==> config.mk <==
export PLATFORM = sky130hd
export DESIGN_NAME = buck_boost_duty_stepper
export DESIGN_NICKNAME = d
export VERILOG_FILES = /design/src/bbds_pkg.sv /design/src/buck_boost_duty_stepper.sv
export SDC_FILE = /design/constraint.sdc
export NUM_CORES = 1
export LEC_CHECK = 0
export BUFFER_PORTS_ARGS = -buffer_cell sky130_fd_sc_hd__buf_2
export CAP_MARGIN = 20
export CORE_ASPECT_RATIO = 1.1
export CORE_MARGIN = 2
export CORE_UTILIZATION = 35
export CTS_BUF_LIST = sky130_fd_sc_hd__clkbuf_4 sky130_fd_sc_hd__clkbuf_8
export CTS_CLUSTER_DIAMETER = 150
export CTS_CLUSTER_SIZE = 20
export DETAILED_ROUTE_END_ITERATION = 16
export GPL_ROUTABILITY_DRIVEN = 0
export SYNTH_ARGS = -nofsm -noshare
export SYNTH_HDL_FRONTEND = slang
export SYNTH_SLANG_ARGS = --single-unit
==> constraint.sdc <==
create_clock -name clock -period 5.8 [get_ports clock]
set_clock_uncertainty 0.2 [all_clocks]
set_input_delay 0.58 -clock clock [delete_from_list [all_inputs] [get_ports clock]]
set_output_delay 0.58 -clock clock [all_outputs]
set_load 0.05 [all_outputs]
==> src/bbds_pkg.sv <==
// Shared types, constants and the duty step function for the buck/boost duty stepper.
`timescale 1ns / 1ps
`default_nettype none

package bbds_pkg;

   // Field widths
   localparam int SAMPLE_BITS = 12;
   localparam int DUTY_BITS   = 14;
   localparam int CSR_ADDR_BITS = 5;
   localparam int CSR_DATA_BITS = 32;
   localparam int REQ_DATA_BITS = 40;
   localparam int RSP_DATA_BITS = 32;

   typedef logic [SAMPLE_BITS-1:0] sample_type;
   typedef logic [DUTY_BITS-1:0]   duty_type;

   // Duty ceilings in hundredths of a percent
   localparam duty_type BUCK_DUTY_MAX  = DUTY_BITS'(10000);
   localparam duty_type BOOST_DUTY_MAX = DUTY_BITS'(9000);

   // Register reset values
   localparam sample_type BUCK_SETPOINT_RESET  = SAMPLE_BITS'(2068);
   localparam sample_type BOOST_SETPOINT_RESET = SAMPLE_BITS'(2895);
   localparam sample_type SOLAR_MINIMUM_RESET  = SAMPLE_BITS'(1737);
   localparam duty_type   BUCK_STEP_RESET      = DUTY_BITS'(1000);
   localparam duty_type   BOOST_STEP_RESET     = DUTY_BITS'(1000);

   // Register indexes (byte address divided by four)
   typedef enum logic [2:0] {
      REG_BUCK_SETPOINT  = 3'd0,
      REG_BOOST_SETPOINT = 3'd1,
      REG_SOLAR_MINIMUM  = 3'd2,
      REG_BUCK_STEP      = 3'd3,
      REG_BOOST_STEP     = 3'd4,
      REG_BUCK_ENABLE    = 3'd5
   } reg_index_type;

   // One bang-bang step of a duty value toward its setpoint, saturating at
   // the limit on the way up and at zero on the way down.
   function automatic duty_type step_duty(duty_type duty, sample_type sample,
                                          sample_type target, duty_type inc,
                                          duty_type limit);
      logic [DUTY_BITS:0] sum;
      duty_type           result;
      sum    = {1'b0, duty} + {1'b0, inc};
      result = duty;
      if (sample < target) begin
         result = (sum <= {1'b0, limit}) ? sum[DUTY_BITS-1:0] : limit;
      end else if (sample > target) begin
         result = (duty >= inc) ? duty - inc : '0;
      end
      return result;
   endfunction

endpackage

`default_nettype wire

==> src/buck_boost_duty_stepper.sv <==
// Top level of the buck/boost duty stepper: register file, duty loops and output stage.
`timescale 1ns / 1ps
`default_nettype none

// The block takes one sample set (solar, boost output, buck output) per
// transaction and returns one result transaction with the new buck duty, the
// applied boost duty and a boost-active flag. For each transaction the saturating
// step of both duty loops is computed from the incoming samples and the stored
// duties, and lands in the result register, so one transaction is accepted in
// every cycle while the result side keeps taking them. The result is valid in
// the cycle after its sample set is accepted. Both stored duties reset to zero;
// the configuration registers reset to their documented defaults. The user is
// to write them only while no transaction is in flight; the block does not enforce it.
module buck_boost_duty_stepper
   import bbds_pkg::*;
(
   input  wire                          clock,
   input  wire                          reset,
   // Sample set channel
   input  wire                          req_tvalid,
   output logic                         req_tready,
   input  wire  [REQ_DATA_BITS-1:0]     req_tdata,   // solar_sample, boost_sample, buck_sample
   // Result channel
   output logic                         rsp_tvalid,
   input  wire                          rsp_tready,
   output logic [RSP_DATA_BITS-1:0]     rsp_tdata,   // buck_duty_out, boost_duty_out
   output logic                         rsp_tuser,   // boost_active
   // Configuration port
   input  wire                          csr_psel,
   input  wire                          csr_penable,
   input  wire                          csr_pwrite,
   input  wire  [CSR_ADDR_BITS-1:0]     csr_paddr,
   input  wire  [CSR_DATA_BITS-1:0]     csr_pwdata,
   output logic [CSR_DATA_BITS-1:0]     csr_prdata,
   output logic                         csr_pready
);

   // Configuration registers
   sample_type buck_setpoint_ff, boost_setpoint_ff, solar_minimum_ff;
   duty_type   buck_step_ff, boost_step_ff;
   logic       buck_enable_ff;

   // Loop state
   duty_type   buck_duty_ff, boost_duty_ff;
   duty_type   buck_duty_in, boost_duty_in;

   // Result register
   logic       rsp_valid_ff, rsp_valid_in;
   duty_type   rsp_buck_ff, rsp_boost_ff;
   duty_type   rsp_buck_in, rsp_boost_in;
   logic       rsp_active_ff, rsp_active_in;

   logic          csr_write;
   reg_index_type csr_index;
   logic          req_accept;
   sample_type    solar_sample, boost_sample, buck_sample;
   sample_type    buck_target;
   logic          boost_active;

   // Register access decode
   assign csr_pready = 1'b1;
   assign csr_write  = csr_psel & csr_penable & csr_pwrite & csr_pready;
   assign csr_index  = reg_index_type'(csr_paddr[CSR_ADDR_BITS-1:2]);

   // Register writes
   always_ff @(posedge clock) begin
      if (reset) begin
         buck_setpoint_ff  <= BUCK_SETPOINT_RESET;
         boost_setpoint_ff <= BOOST_SETPOINT_RESET;
         solar_minimum_ff  <= SOLAR_MINIMUM_RESET;
         buck_step_ff      <= BUCK_STEP_RESET;
         boost_step_ff     <= BOOST_STEP_RESET;
         buck_enable_ff    <= 1'b1;
      end else if (csr_write) begin
         case (csr_index)
            REG_BUCK_SETPOINT:  buck_setpoint_ff  <= csr_pwdata[SAMPLE_BITS-1:0];
            REG_BOOST_SETPOINT: boost_setpoint_ff <= csr_pwdata[SAMPLE_BITS-1:0];
            REG_SOLAR_MINIMUM:  solar_minimum_ff  <= csr_pwdata[SAMPLE_BITS-1:0];
            REG_BUCK_STEP:      buck_step_ff      <= csr_pwdata[DUTY_BITS-1:0];
            REG_BOOST_STEP:     boost_step_ff     <= csr_pwdata[DUTY_BITS-1:0];
            REG_BUCK_ENABLE:    buck_enable_ff    <= csr_pwdata[0];
            default: ;
         endcase
      end
   end

   // Register reads
   always_comb begin
      csr_prdata = '0;
      case (csr_index)
         REG_BUCK_SETPOINT:  csr_prdata = CSR_DATA_BITS'(buck_setpoint_ff);
         REG_BOOST_SETPOINT: csr_prdata = CSR_DATA_BITS'(boost_setpoint_ff);
         REG_SOLAR_MINIMUM:  csr_prdata = CSR_DATA_BITS'(solar_minimum_ff);
         REG_BUCK_STEP:      csr_prdata = CSR_DATA_BITS'(buck_step_ff);
         REG_BOOST_STEP:     csr_prdata = CSR_DATA_BITS'(boost_step_ff);
         REG_BUCK_ENABLE:    csr_prdata = CSR_DATA_BITS'(buck_enable_ff);
         default:            csr_prdata = '0;
      endcase
   end

   // A new transaction enters whenever the result register is free or drains.
   assign req_tready = ~rsp_valid_ff | rsp_tready;
   assign req_accept = req_tvalid & req_tready;

   assign solar_sample = req_tdata[SAMPLE_BITS-1:0];
   assign boost_sample = req_tdata[2*SAMPLE_BITS-1:SAMPLE_BITS];
   assign buck_sample  = req_tdata[3*SAMPLE_BITS-1:2*SAMPLE_BITS];

   // Duty loop steps; a disabled buck loop regulates toward zero, and the
   // boost loop holds its duty while solar is below the minimum.
   always_comb begin
      buck_target  = buck_enable_ff ? buck_setpoint_ff : '0;
      boost_active = solar_sample >= solar_minimum_ff;
      buck_duty_in = buck_duty_ff;
      boost_duty_in = boost_duty_ff;
      if (req_accept) begin
         buck_duty_in = step_duty(buck_duty_ff, buck_sample, buck_target,
                                  buck_step_ff, BUCK_DUTY_MAX);
         if (boost_active) begin
            boost_duty_in = step_duty(boost_duty_ff, boost_sample, boost_setpoint_ff,
                                      boost_step_ff, BOOST_DUTY_MAX);
         end
      end
   end

   // Result register next values
   always_comb begin
      rsp_valid_in  = rsp_valid_ff & ~rsp_tready;
      rsp_buck_in   = rsp_buck_ff;
      rsp_boost_in  = rsp_boost_ff;
      rsp_active_in = rsp_active_ff;
      if (req_accept) begin
         rsp_valid_in  = 1'b1;
         rsp_buck_in   = buck_duty_in;
         rsp_boost_in  = boost_active ? boost_duty_in : '0;
         rsp_active_in = boost_active;
      end
   end

   // Control state
   always_ff @(posedge clock) begin
      if (reset) begin
         buck_duty_ff  <= '0;
         boost_duty_ff <= '0;
         rsp_valid_ff  <= 1'b0;
      end else begin
         buck_duty_ff  <= buck_duty_in;
         boost_duty_ff <= boost_duty_in;
         rsp_valid_ff  <= rsp_valid_in;
      end
   end

   // Result payload
   always_ff @(posedge clock) begin
      rsp_buck_ff   <= rsp_buck_in;
      rsp_boost_ff  <= rsp_boost_in;
      rsp_active_ff <= rsp_active_in;
   end

   assign rsp_tvalid = rsp_valid_ff;
   assign rsp_tdata  = RSP_DATA_BITS'({rsp_boost_ff, rsp_buck_ff});
   assign rsp_tuser  = rsp_active_ff;

endmodule

`default_nettype wire

== Word level (Yosys, flattened, before mapping) ==
Cells that the tools add are included.
W data, S select, Z words.

* Register bits: 123
* Output and inout port bits: 68

* $add $sub $neg: 4
* Order comparisons: 9
* Eq/ne operators: 5
* Muxes and demuxes: 14
* Bitwise logic cells: 7
* Reduce and logical (&&, ||, !) cells: 7

{| class="wikitable"
|+ Operators with widths
! cell !! count
|-
| $mux W14 || 11
|-
| $pmux W14 S6 || 1
|-
| $add A14 B14 Y15 || 2
|-
| $le A15 B14 Y1 const B || 2
|-
| $ge A14 B14 Y1 || 2
|-
| $sub A14 B14 Y14 || 2
|-
| $gt A12 B12 Y1 || 2
|-
| $lt A12 B12 Y1 || 2
|-
| $ge A12 B12 Y1 || 1
|-
| $mux W12 || 1
|-
| $reduce_and A2 Y1 || 6
|-
| $eq A3 B2 Y1 const B || 2
|-
| $eq A3 B3 Y1 const B || 2
|-
| $and A1 B1 Y1 || 4
|-
| $eq A3 B1 Y1 const B || 1
|-
| $logic_not A3 Y1 || 1
|-
| $not A1 Y1 || 2
|-
| $mux W1 || 1
|-
| $or A1 B1 Y1 || 1
|}

== Depth between registers and ports, before layout ==
Gate-level depths: netlist (run 1).

* Depth after elaboration: 6
* Gate-level depth with buffers: 14
* Gate-level depth less buffers: 13

== Worst setup path after synthesis (run 1) ==
No wires, ideal clock.

* Kind: in2out
* Start point: input port csr_paddr[2]
* End point: output port csr_prdata[10]
* Arrival: 2.686 ns
* Required time: 5.020 ns
* Setup slack: 2.334 ns
* Stages: 5
* Buffers on the path: 2
* Cell sequence: clkbuf_1 > clkbuf_1 > mux4_2 > inv_1 > o21ai_0

* Word-level cells in the longest chain between the ends: 2
* Elaborated cells on any way between the ends: 7
* Classes of those cells: eq/ne: 5; mux: 1; reduce/logical: 1

{| class="wikitable"
|+ Ends and longest elaborated chain
! element !! line !! RTL
|-
| start, declared || buck_boost_duty_stepper.sv:32 || <nowiki>input wire [CSR_ADDR_BITS-1:0] csr_paddr,</nowiki>
|-
| $eq A3 B3 Y1, or another cell as far along || buck_boost_duty_stepper.sv:90 || <nowiki>case (csr_index)</nowiki>
|-
| $pmux W14 S6 (*) || buck_boost_duty_stepper.sv:90 ||
|-
| end, declared || buck_boost_duty_stepper.sv:34 || <nowiki>output logic [CSR_DATA_BITS-1:0] csr_prdata,</nowiki>
|}

Mark *: on every way between the ends. The rest lies on a longest branch, timed or not.

== Final worst setup path (run 1) ==
* Start point: register buck_step_ff[1]
* End point: register rsp_buck_ff[9], data pin

* Word-level cells in the longest chain between the ends: 5
* Elaborated cells on any way between the ends: 9
* Classes of those cells: add/sub: 2; order compare: 2; mux: 5

{| class="wikitable"
|+ Ends and longest elaborated chain
! element !! line !! RTL
|-
| start, declared || buck_boost_duty_stepper.sv:40 || <nowiki>duty_type buck_step_ff, boost_step_ff;</nowiki>
|-
| start signal, assigned || buck_boost_duty_stepper.sv:79 || <nowiki>REG_BUCK_STEP: buck_step_ff <= csr_pwdata[DUTY_BITS-1:0];</nowiki>
|-
| $add A14 B14 Y15, or another cell as far along || bbds_pkg.sv:46 || <nowiki>sum = {1'b0, duty} + {1'b0, inc};</nowiki>
|-
| $le A15 B14 Y1 / $mux W14 (equally long branches) || bbds_pkg.sv:49, bbds_pkg.sv:51 ||
|-
| $mux W14, on equally long branches || bbds_pkg.sv:49, bbds_pkg.sv:50 ||
|-
| $mux W14 (*) || bbds_pkg.sv:48 || <nowiki>if (sample < target) begin</nowiki>
|-
| $mux W14 (*) || buck_boost_duty_stepper.sv:116 || <nowiki>if (req_accept) begin</nowiki>
|-
| via buck_duty_in[9] || buck_boost_duty_stepper.sv:45 || <nowiki>duty_type buck_duty_in, boost_duty_in;</nowiki>
|-
| end signal, assigned || buck_boost_duty_stepper.sv:155 || <nowiki>rsp_buck_ff <= rsp_buck_in;</nowiki>
|-
| end, declared || buck_boost_duty_stepper.sv:49 || <nowiki>duty_type rsp_buck_ff, rsp_boost_ff;</nowiki>
|}

Mark *: on every way through the listed nets, which the timed path passes. The rest lies on a longest branch.
A chain may end at the register's enable or synchronous reset.

==> flow_metrics.env, run 1 <==
export IMPL_grt_pass1_vias=8569
export IMPL_first_pass_iters=5
export IMPL_rows=63
export IMPL_cts_buffers=17
export IMPL_path_clk_slew_ns=0.09
export IMPL_initial_core_util_pct=35.66
export IMPL_boundaryPins=152
export IMPL_tns_ns=0
export IMPL_antenna_found_initial=0
export IMPL_switchingPower_mw=1.013
export IMPL_crit_required_ns=5.79
export IMPL_synth_top_area_share_pct=19.52
export IMPL_die_h_um=178.1
export IMPL_met2_usage_pct=35.94
export IMPL_async_flop_share_pct=0
export IMPL_placed_cells=1598
export IMPL_setup_violations=0
export IMPL_die_w_um=162.2
export IMPL_areaGrowthSynthToFinish_pct=11.81
export IMPL_clkPwrFrac_pct=31.2
export IMPL_netlist_area_um2=9640
export IMPL_cts_resized=0
export IMPL_synthAdderAreaFrac_pct=12.77
export IMPL_clockRootBuffer="clkbuf_8"
export IMPL_drive_gt1_share_pct=14.93
export IMPL_p_int_mw=1.560
export IMPL_synth_warnings=0
export IMPL_switching_share_pct=39.38
export IMPL_netlist_top_cell_by_area="dfxtp_1"
export IMPL_clock_latency_ns=0.46
export IMPL_syn_avg_cell_area_um2=8.122
export IMPL_cp_max_fo=4
export IMPL_vias=9065
export IMPL_cts_htree_levels=4
export IMPL_synth_edf_count=29
export IMPL_yosysSeqAreaShare_pct=28.55
export IMPL_final_cells=1630
export IMPL_synth_xor_area_share_pct=2.816
export IMPL_vias_per_cell=5.561
export IMPL_period_needed_ns=4.059
export IMPL_max_slew_margin_pct=31.43
export IMPL_synthTopCellsByArea="dfxtp_1, ha_1, edfxtp_1"
export IMPL_ir_worst_vdd_mv=0.1499
export IMPL_use_met1_pct=26.36
export IMPL_synth_mux_area_fraction_pct=4.023
export IMPL_place_hpwl_um=23320
export IMPL_synth_cell_types=91
export IMPL_wl_um=30250
export IMPL_power_leakage_nw=4.492
export IMPL_hold_viol=0
export IMPL_hp_class="input port to register"
export IMPL_tritoncts="yes"
export IMPL_seqPwrFrac_pct=37.5
export IMPL_drv_cap=0
export IMPL_clockBufferDepth=2
export IMPL_postCtsSetupBuffers=0
export IMPL_die_area_um2=28890
export IMPL_netlist_instances=1187
export IMPL_synthFlopType="dfxtp_1"
export IMPL_synth_simple_gate_area_share_pct=18.66
export IMPL_status="complete, no violations"
export IMPL_grt_busiest_layer="met2"
export IMPL_ant_nets=0
export IMPL_synth_compound_area_share_pct=24.56
export IMPL_ys_seq_elements=123
export IMPL_final_max_slew_viol_count=0
export IMPL_hold_buffers=0
export IMPL_core_um2=27040
export IMPL_worstMarginPinSlew_ns=1.015
export IMPL_combPwrFrac_pct=31.3
export IMPL_drc_errors=0
export IMPL_drt_iter0_drc=774
export IMPL_grt_overflow_total=0
export IMPL_portBuffers=104
export IMPL_startpoint_type="register"
export IMPL_synth_top_family_by_area="compound AO/OA/AOI/OAI gates"
export IMPL_powerDensity_nw_per_um2=238.7
export IMPL_crit_type="register to register"
export IMPL_num_antenna_cells=0
export IMPL_fmax_mhz=246.4
export IMPL_fin_util_pct=39.87
export IMPL_wl_per_cell_um=18.56
export IMPL_grt_use_total_pct=21.07
export IMPL_worstPathArrival_ns=4.05
export IMPL_grt_max_degree=55
export IMPL_end_kind="register"
export IMPL_grt_use_met3_pct=3.023
export IMPL_period_share_pct=69.99
export IMPL_fin_nets=1440
export IMPL_clock_sinks=123
export IMPL_rsz0062_at_grt="false"
export IMPL_grt_pass1_wl_um=46940
## cell families after synthesis
group                      count (synthesis)
AOI/OAI and AO/OA                        336
xor gates and xnor gates                  31
adders and majority gates                 96
buffers and inverters                    190
DFF                                      123
muxes                                     30
other                                      2
and+or+nand+nor                          379
## cell usage in the layout, fill, tap and decap left out, types with 27 or more instances in the layout
master	count
o211ai_1	29
a21oi_1	87
edfxtp_1	29
nor2_1	76
inv_1	101
dfxtp_1	94
xnor2_1	27
o21ai_0	40
nand3_1	28
ha_1	92
nand2_1	141
buf_2	104
## sequential cells by signal, summed over array words and instances (netlist names)
register	flops
buck_enable_ff	1
buck_setpoint_ff	12
buck_step_ff	14
solar_minimum_ff	12
rsp_boost_ff	14
boost_step_ff	14
rsp_tvalid	1
buck_duty_ff	14
rsp_tuser	1
rsp_buck_ff	14
boost_duty_ff	14
boost_setpoint_ff	12
## final timing paths
check,from,to,slack [ns],cells past startpoint
setup / recovery,buck_step_ff[1]$_SDFFE_PP0P_,rsp_buck_ff[9]$_DFFE_PP_,1.74,11
hold / removal,req_tvalid,rsp_tvalid$_SDFF_PP0_,0.18,3
setup reg to reg,buck_step_ff[1]$_SDFFE_PP0P_,rsp_buck_ff[9]$_DFFE_PP_,1.74,11
hold reg to reg,buck_setpoint_ff[3]$_SDFFE_PP0P_,buck_setpoint_ff[3]$_SDFFE_PP0P_,0.29,2
## per-layer routing
layer | wire (um) | share of wire (%)
met1 | 13050 | 43
met2 | 14620 | 48
met3 | 1442 | 4.8
met4 | 1140 | 3.8
met5 | 0 | 0
## cell usage after synthesis (22+ instances only)
library cell,instances
dfxtp_1,94
nand2_1,141
a211oi_1,22
nor3_1,27
o211ai_1,29
xnor2_1,27
a21oi_1,87
buf_4,25
clkbuf_1,48
mux2i_1,23
nor2_1,76
edfxtp_1,29
nand3_1,28
inv_1,102
ha_1,92
o21ai_0,40
## power groups by stage
stage	logic [mW]	registers [mW]	clock network, mW
floorplan	0.543	1.05	0
global placement	0.790	0.985	0
detailed placement	0.793	0.986	0
CTS	0.798	0.966	0.814
global route	0.875	0.971	0.849
finish	0.805	0.966	0.803
## critical path: stages (launching register included)
cell and delay [ns]:
dfxtp_1 0.45, inv_1 0.14, ha_1 0.34, nor2b_1 0.13, o21ai_0 0.21, a21oi_1 0.16
o41ai_1 0.84, a211oi_1 0.21, or3_1 0.39, a31oi_1 0.21, a31oi_1 0.08, or3_1 0.44
## through the flow
stage / hold slack (ns) / cell area (um2) / power, mW / worst slack (ns)
2_1_floorplan: 0.2441 / 9719 / 1.589 / 2.334
3_3_place_gp: 0.2632 / 10370 / 1.775 / 1.791
3_5_place_dp: 0.2730 / 10370 / 1.779 / 1.686
4_1_cts: 0.1581 / 10780 / 2.578 / 1.788
5_1_grt: 0.1507 / 10780 / 2.695 / 1.493
6_report: 0.1819 / 10780 / 2.573 / 1.741
## area by class of cell
class / count / area (um2)
clock inverters: 15 / 175.2
multi-input cells: 895 / 6158
fillers: 2739 / 16260
inverters: 107 / 401.6
flip-flops and latches: 123 / 2753
clock buffers: 17 / 234.0
repair buffers: 116 / 610.6
well taps: 357 / 446.7
Power figures use the tool's default switching activity.
==> inputs of run 2 (changes only) <==
Settings changed: ABC_AREA set to 1.
Clock period 5.8 ns to 3.7 ns, I/O delays scaled along.
==> flow_metrics.env, run 2 <==
export IMPL_status="complete, no violations"
export IMPL_r2r_start="buck_step_ff[2]$_SDFFE_PP0P_"
export IMPL_ant_nets=0
export IMPL_startpoint_type="register"
export IMPL_drc_errors=0
export IMPL_areaGrowthSynthToFinish_pct=12.68
export IMPL_path_clk_slew_ns=0.09
export IMPL_num_antenna_cells=0
export IMPL_yosysMostFrequentCell="nand2_1"
export IMPL_drv_cap=0
export IMPL_min_delay_start="csr_pwdata[1]"
export IMPL_min_to="boost_setpoint_ff[1]$_SDFFE_PP1P_"
export IMPL_powerDensity_nw_per_um2=375.0
export IMPL_synthFlopType="dfxtp_1"
export IMPL_p_int_mw=2.485
export IMPL_switchingPower_mw=1.494
export IMPL_tritoncts="yes"
export IMPL_die_area_um2=28230
export IMPL_die_w_um=160.4
export IMPL_hp_class="input port to register"
export IMPL_vias=9143
export IMPL_synthAdderAreaFrac_pct=13.07
export IMPL_min_path_cells=3
export IMPL_boundaryPins=152
export IMPL_critPathSlowestCell="ha_1"
export IMPL_period_needed_ns=3.114
export IMPL_grt_max_degree=43
export IMPL_crit_reg2reg_capture="rsp_buck_ff[4]$_DFFE_PP_"
export IMPL_rrSetupSlack_ns=0.59
export IMPL_combPwrFrac_pct=29.8
export IMPL_rows=62
export IMPL_grt_overflow_total=0
export IMPL_fmax_mhz=321.1
export IMPL_portBuffers=104
export IMPL_ir_worst_vdd_mv=0.1688
export IMPL_rsz0062_at_grt="false"
export IMPL_wl_um=28960
export IMPL_synth_top_area_share_pct=19.98
export IMPL_clock_sinks=123
export IMPL_worstPathArrival_ns=3.22
export IMPL_synth_compound_area_share_pct=18.74
export IMPL_synth_simple_gate_area_share_pct=26.16
export IMPL_synth_top_family_by_area="simple AND/OR/NAND/NOR gates"
export IMPL_synth_mux_area_fraction_pct=0
export IMPL_seqPwrFrac_pct=38.1
export IMPL_clock_latency_ns=0.45
export IMPL_wl_per_cell_um=16.02
export IMPL_fin_nets=1622
export IMPL_synth_edf_count=29
export IMPL_grt_use_total_pct=20.62
export IMPL_vias_per_cell=5.060
export IMPL_cp_max_fo=13
export IMPL_core_um2=26300
export IMPL_grt_pass1_wl_um=45620
export IMPL_switching_share_pct=37.55
export IMPL_final_common_cell="nand2_1"
export IMPL_synth_cell_types=49
export IMPL_drive_gt1_share_pct=13.75
export IMPL_netlist_area_um2=9417
export IMPL_yosysSeqAreaShare_pct=29.23
export IMPL_ys_seq_elements=123
export IMPL_use_met1_pct=24.79
export IMPL_setup_violations=0
export IMPL_tns_ns=0
export IMPL_cts_htree_levels=4
export IMPL_grt_pass1_vias=8643
export IMPL_hold_viol=0
export IMPL_final_max_slew_viol_count=0
export IMPL_end_kind="register"
export IMPL_netlist_instances=1358
export IMPL_grt_use_met3_pct=4.111
export IMPL_first_pass_iters=5
export IMPL_power_leakage_nw=5.317
export IMPL_met2_usage_pct=35.18
export IMPL_reg2reg_depth=14
export IMPL_synth_commonest_cells="nand2_1, inv_1, nor2_1"
export IMPL_async_flop_share_pct=0
export IMPL_grt_busiest_layer="met2"
export IMPL_period_share_pct=84.16
export IMPL_worstMarginPinSlew_ns=0.6386
export IMPL_initial_core_util_pct=35.81
export IMPL_place_hpwl_um=23430
export IMPL_final_cell_mix="nand2_1, inv_1, nor2_1"
export IMPL_max_slew_margin_pct=57.20
export IMPL_drt_iter0_drc=683
export IMPL_crit_required_ns=3.81
export IMPL_path_common_cell="nand2_1"
export IMPL_synth_warnings=0
export IMPL_clkPwrFrac_pct=32.1
export IMPL_syn_avg_cell_area_um2=6.934
export IMPL_path_delay_family="compound AO/OA/AOI/OAI gates"
export IMPL_netlist_top_cell_by_area="dfxtp_1"
export IMPL_crit_chain="inv_1, ha_1, nand2_1, nand2_1, o21ai_1, o21ai_0, nand3_1, nand3_1, nand2_1, inv_1, o21ai_0, a21oi_1, nand2_1, nand2_1"
export IMPL_clockRootBuffer="clkbuf_8"
export IMPL_cts_buffers=17
export IMPL_synthTopCellsByArea="dfxtp_1, ha_1, nand2_1"
export IMPL_clockBufferDepth=2
export IMPL_antenna_found_initial=0
export IMPL_final_cells=1807
export IMPL_synth_xor_area_share_pct=1.860
export IMPL_die_h_um=176.0
export IMPL_cpPeakStageDelay_ns=0.44
export IMPL_cp_buffers_inverters=2
export IMPL_placed_cells=1772
export IMPL_crit_type="register to register"
export IMPL_postCtsSetupBuffers=0
==> run 2: cell count changes after synthesis, moves of 18 or more <==
cell / delta
o21ai_0: +37
inv_1: +52
nand2b_1: -18
a211oi_1: -19
nand3_1: +51
a21oi_1: +48
nand2_1: +154
xnor2_1: -26
nor2_1: +63
mux2i_1: -23
clkbuf_1: -21
==> run 2: timing repair <==
action,4_1_cts,5_1_grt
setup endpoints to repair,0,0
hold endpoints to repair,1,0
hold buffers,2,0
resized for setup,0,0
==> run 2: cell families (layout without fill, tap and decap cells) <==
family	after synthesis	in the layout
AO/OA/AOI/OAI	300	300
flip-flops	123	123
XOR/XNOR	20	20
adder cells (fa/ha/maj)	96	96
buffers and inverters	237	313
other	2	23
AND/OR/NAND/NOR	580	580
==> run 2: area by class of cell <==
type	count	area, um2
Fill cell	2805	15690
Multi-Input combinational cell	1019	5728
Sequential cell	123	2753
Timing Repair Buffer	120	665.6
Inverter	161	604.3
Tap cell	352	440.4
Clock buffer	17	234.0
Clock inverter	15	185.2
==> run 2: how the worst max path moves through the flow <==
stage                                 startpoint                            end  slack [ns]  cells after the start
floorplan                  rsp_tvalid$_SDFF_PP0_  rsp_boost_ff[0]$_SDFFCE_PP0P_        0.56                      9
global placement    buck_step_ff[2]$_SDFFE_PP0P_       rsp_buck_ff[4]$_DFFE_PP_        0.60                     14
detailed placement  buck_step_ff[2]$_SDFFE_PP0P_       rsp_buck_ff[4]$_DFFE_PP_        0.57                     14
CTS                 buck_step_ff[2]$_SDFFE_PP0P_       rsp_buck_ff[4]$_DFFE_PP_        0.53                     14
global route        buck_step_ff[2]$_SDFFE_PP0P_     buck_duty_ff[4]$_SDFF_PP0_        0.19                     14
finish              buck_step_ff[2]$_SDFFE_PP0P_       rsp_buck_ff[4]$_DFFE_PP_        0.59                     14
==> run 2: routing by layer <==
layer / up-vias / share of wire, %
li1: 4659 / -
met1: 4118 / 43
met2: 288 / 47
met3: 78 / 5.7
met4: 0 / 4.5
met5: - / 0
==> run 2: worst register-to-register path: cells and delay by family, from the launching register on <==
| kind | cells | cell delay, ns |
|---|---|---|
| flops | 1 | 0.34 |
| buf+inv | 2 | 0.45 |
| compound gates | 4 | 0.90 |
| simple gates | 7 | 0.67 |
| fa+ha+maj | 1 | 0.44 |
==> run 2: through the flow <==
| stage | total power, mW | setup WS (ns) | hold WS [ns] | area (um2) | util (%) |
|---|---|---|---|---|---|
| after floorplan | 2.439 | 0.5565 | 0.2474 | 9495 | - |
| after global placement | 2.716 | 0.5993 | 0.2851 | 10140 | 38.57 |
| after detailed placement | 2.723 | 0.5704 | 0.2949 | 10140 | 38.57 |
| after CTS | 4.006 | 0.5330 | 0.03517 | 10580 | 40.24 |
| after global routing | 4.204 | 0.1936 | 0.04894 | 10610 | 40.35 |
| final | 3.979 | 0.5861 | 0.06491 | 10610 | 40.35 |
==> run 2: power groups by stage <==
stage                     sequential [mW]  combinational [mW]  clock, mW
after floorplan                      1.63               0.809          0
after global placement               1.55                1.17          0
after detailed placement             1.55                1.17          0
after CTS                            1.52                1.18       1.31
after global routing                 1.52                1.32       1.36
final                                1.52                1.19       1.28
==> inputs of run 3 (changes only) <==
Settings changed: ABC_AREA 1 to 0.
Clock period 3.7 ns to 2.7 ns, I/O delays scaled along.
==> flow_metrics.env, run 3 (synthesis gave the netlist of run 1 again) <==
export IMPL_die_area_um2=28890
export IMPL_drv_cap=0
export IMPL_final_cell_mix="buf_4, nand2_1, buf_2"
export IMPL_crit_reg2reg_capture="rsp_boost_ff[0]$_SDFFCE_PP0P_"
export IMPL_cp_startpoint="boost_step_ff[1]$_SDFFE_PP0P_"
export IMPL_grt_pass1_vias=10420
export IMPL_hold_viol=0
export IMPL_final_common_cell="buf_4"
export IMPL_num_antenna_cells=0
export IMPL_rows=63
export IMPL_die_h_um=178.1
export IMPL_antenna_found_initial=0
export IMPL_drc_errors=0
export IMPL_hp_class="input port to register"
export IMPL_grt_overflow_total=0
export IMPL_fin_nets=1796
export IMPL_clockBufferDepth=2
export IMPL_wl_per_cell_um=18.99
export IMPL_crit_type="register to register"
export IMPL_clockRootBuffer="clkbuf_8"
export IMPL_reg2reg_depth=13
export IMPL_met3_length_um=2063
export IMPL_max_slew_margin_pct=57.66
export IMPL_grt_pass1_wl_um=56080
export IMPL_core_um2=27040
export IMPL_startpoint_type="register"
export IMPL_worstPathArrival_ns=3.43
export IMPL_cp_max_fo=6
export IMPL_tns_ns=-25.41
export IMPL_rrSetupSlack_ns=-0.59
export IMPL_highest_layer="met4"
export IMPL_powerDensity_nw_per_um2=451.6
export IMPL_clock_latency_ns=0.48
export IMPL_ir_worst_vdd_mv=0.3216
export IMPL_grt_max_degree=36
export IMPL_cts_htree_levels=4
export IMPL_placed_area_um2=13000
export IMPL_cts_buffers=17
export IMPL_fin_util_pct=55.32
export IMPL_wl_um=37710
export IMPL_critPathCapture="rsp_boost_ff[0]$_SDFFCE_PP0P_"
export IMPL_first_pass_iters=5
export IMPL_die_w_um=162.2
export IMPL_violations="setup timing"
export IMPL_rsz0062_at_grt="true"
export IMPL_power_leakage_nw=6.503
export IMPL_filler_cell_count=2405
export IMPL_place_ws_ns=-0.6720
export IMPL_met1_length_um=15110
export IMPL_fin_ws_ns=-0.5921
export IMPL_drive_gt1_share_pct=44.32
export IMPL_vias=10770
export IMPL_final_max_slew_viol_count=0
export IMPL_wl_met2_um=18770
export IMPL_place_hpwl_um=28160
export IMPL_areaGrowthSynthToFinish_pct=55.15
export IMPL_status="finished, violations left"
export IMPL_fin_area_um2=14960
export IMPL_tritoncts="yes"
export IMPL_path_clk_slew_ns=0.11
export IMPL_grt_use_total_pct=25.42
export IMPL_boundaryPins=152
export IMPL_setup_violations=56
export IMPL_fmax_mhz=303.8
export IMPL_r2r_start="boost_step_ff[1]$_SDFFE_PP0P_"
export IMPL_ant_nets=0
export IMPL_crit_required_ns=2.84
export IMPL_end_kind="register"
export IMPL_initial_core_util_pct=35.66
export IMPL_worstMarginPinSlew_ns=0.6263
export IMPL_drt_iter0_drc=819
export IMPL_portBuffers=104
export IMPL_vias_per_cell=5.422
export IMPL_power_mw=6.755
export IMPL_period_share_pct=121.9
export IMPL_clock_sinks=123
export IMPL_period_needed_ns=3.292
-- run 3: changes by cell type in the layout (fill, tap and decap cells not counted), moves of 23 or more --
cell     delta
buf_4     +313
nand2_1   -158
inv_1      -66
nor2_1     -66
a21oi_1    -61
nand3_1    -53
o21ai_0    -52
dfxtp_1    -26
mux2i_1    +23
-- run 3: what timing repair did --
action                                  4_1_cts  5_1_grt
endpoints found under the setup margin       56       56
hold buffers                                 17        0
gates resized for setup                     115       96
endpoints found under the hold margin        73        0
setup buffers                                31       18
pin swaps                                    72       50
-- run 3: metal layers --
metal,up-vias,track usage [%]
met2,432,44.43
met4,0,12.91
met1,5127,30.44
li1,5101,-
met5,-,0
met3,109,3.650
-- run 3: worst max-delay path, cell delays in order, from the launching register on --
cell and delay [ns]:
dfxtp_4 0.38, ha_2 0.19, or2_0 0.27, o211ai_4 0.30, buf_4 0.18, a2111oi_2 0.06
a311oi_2 0.38, a311oi_2 0.12, nor4_4 0.34, o21ai_4 0.13, buf_6 0.16, a211o_1 0.26
buf_4 0.13, nand2_1 0.04
-- run 3: area by class of cell --
class | count | area [um2] | share of cell area, %
Inverter | 107 | 409.1 | 2.735
Sequential cell | 123 | 2810 | 18.79
Timing Repair Buffer | 472 | 3455 | 23.10
Tap cell | 357 | 446.7 | 2.986
Multi-Input combinational cell | 895 | 7430 | 49.67
Clock buffer | 17 | 234.0 | 1.564
Clock inverter | 15 | 172.7 | 1.154
-- run 3: worst min-delay path by stage --
stage | startpoint | to | cells after the start
2_1_floorplan | csr_pwdata[11] | buck_setpoint_ff[11]$_SDFFE_PP1P_ | 2
3_3_place_gp | solar_minimum_ff[4]$_SDFFE_PP0P_ | solar_minimum_ff[4]$_SDFFE_PP0P_ | 2
3_5_place_dp | solar_minimum_ff[4]$_SDFFE_PP0P_ | solar_minimum_ff[4]$_SDFFE_PP0P_ | 2
4_1_cts | csr_pwrite | buck_enable_ff$_SDFFE_PP1P_ | 3
5_1_grt | csr_pwrite | buck_enable_ff$_SDFFE_PP1P_ | 3
6_report | csr_pwrite | buck_enable_ff$_SDFFE_PP1P_ | 3
-- run 3: through the flow --
stage / instances / hold WS [ns]
floorplan: 1208 / 0.1940
global placement: 1895 / 0.2988
detailed placement: 1895 / 0.3145
CTS: 1973 / 0.09172
global route: 1986 / 0.1186
finish: 1986 / 0.1053
-- run 3: report_power, final --
part | leakage, nW | internal, mW | switching (mW)
clock network | 0.202 | 0.781 | 0.988
registers | 1.06 | 1.99 | 0.0747
logic | 5.24 | 1.31 | 1.62
total | 6.50 | 4.08 | 2.68
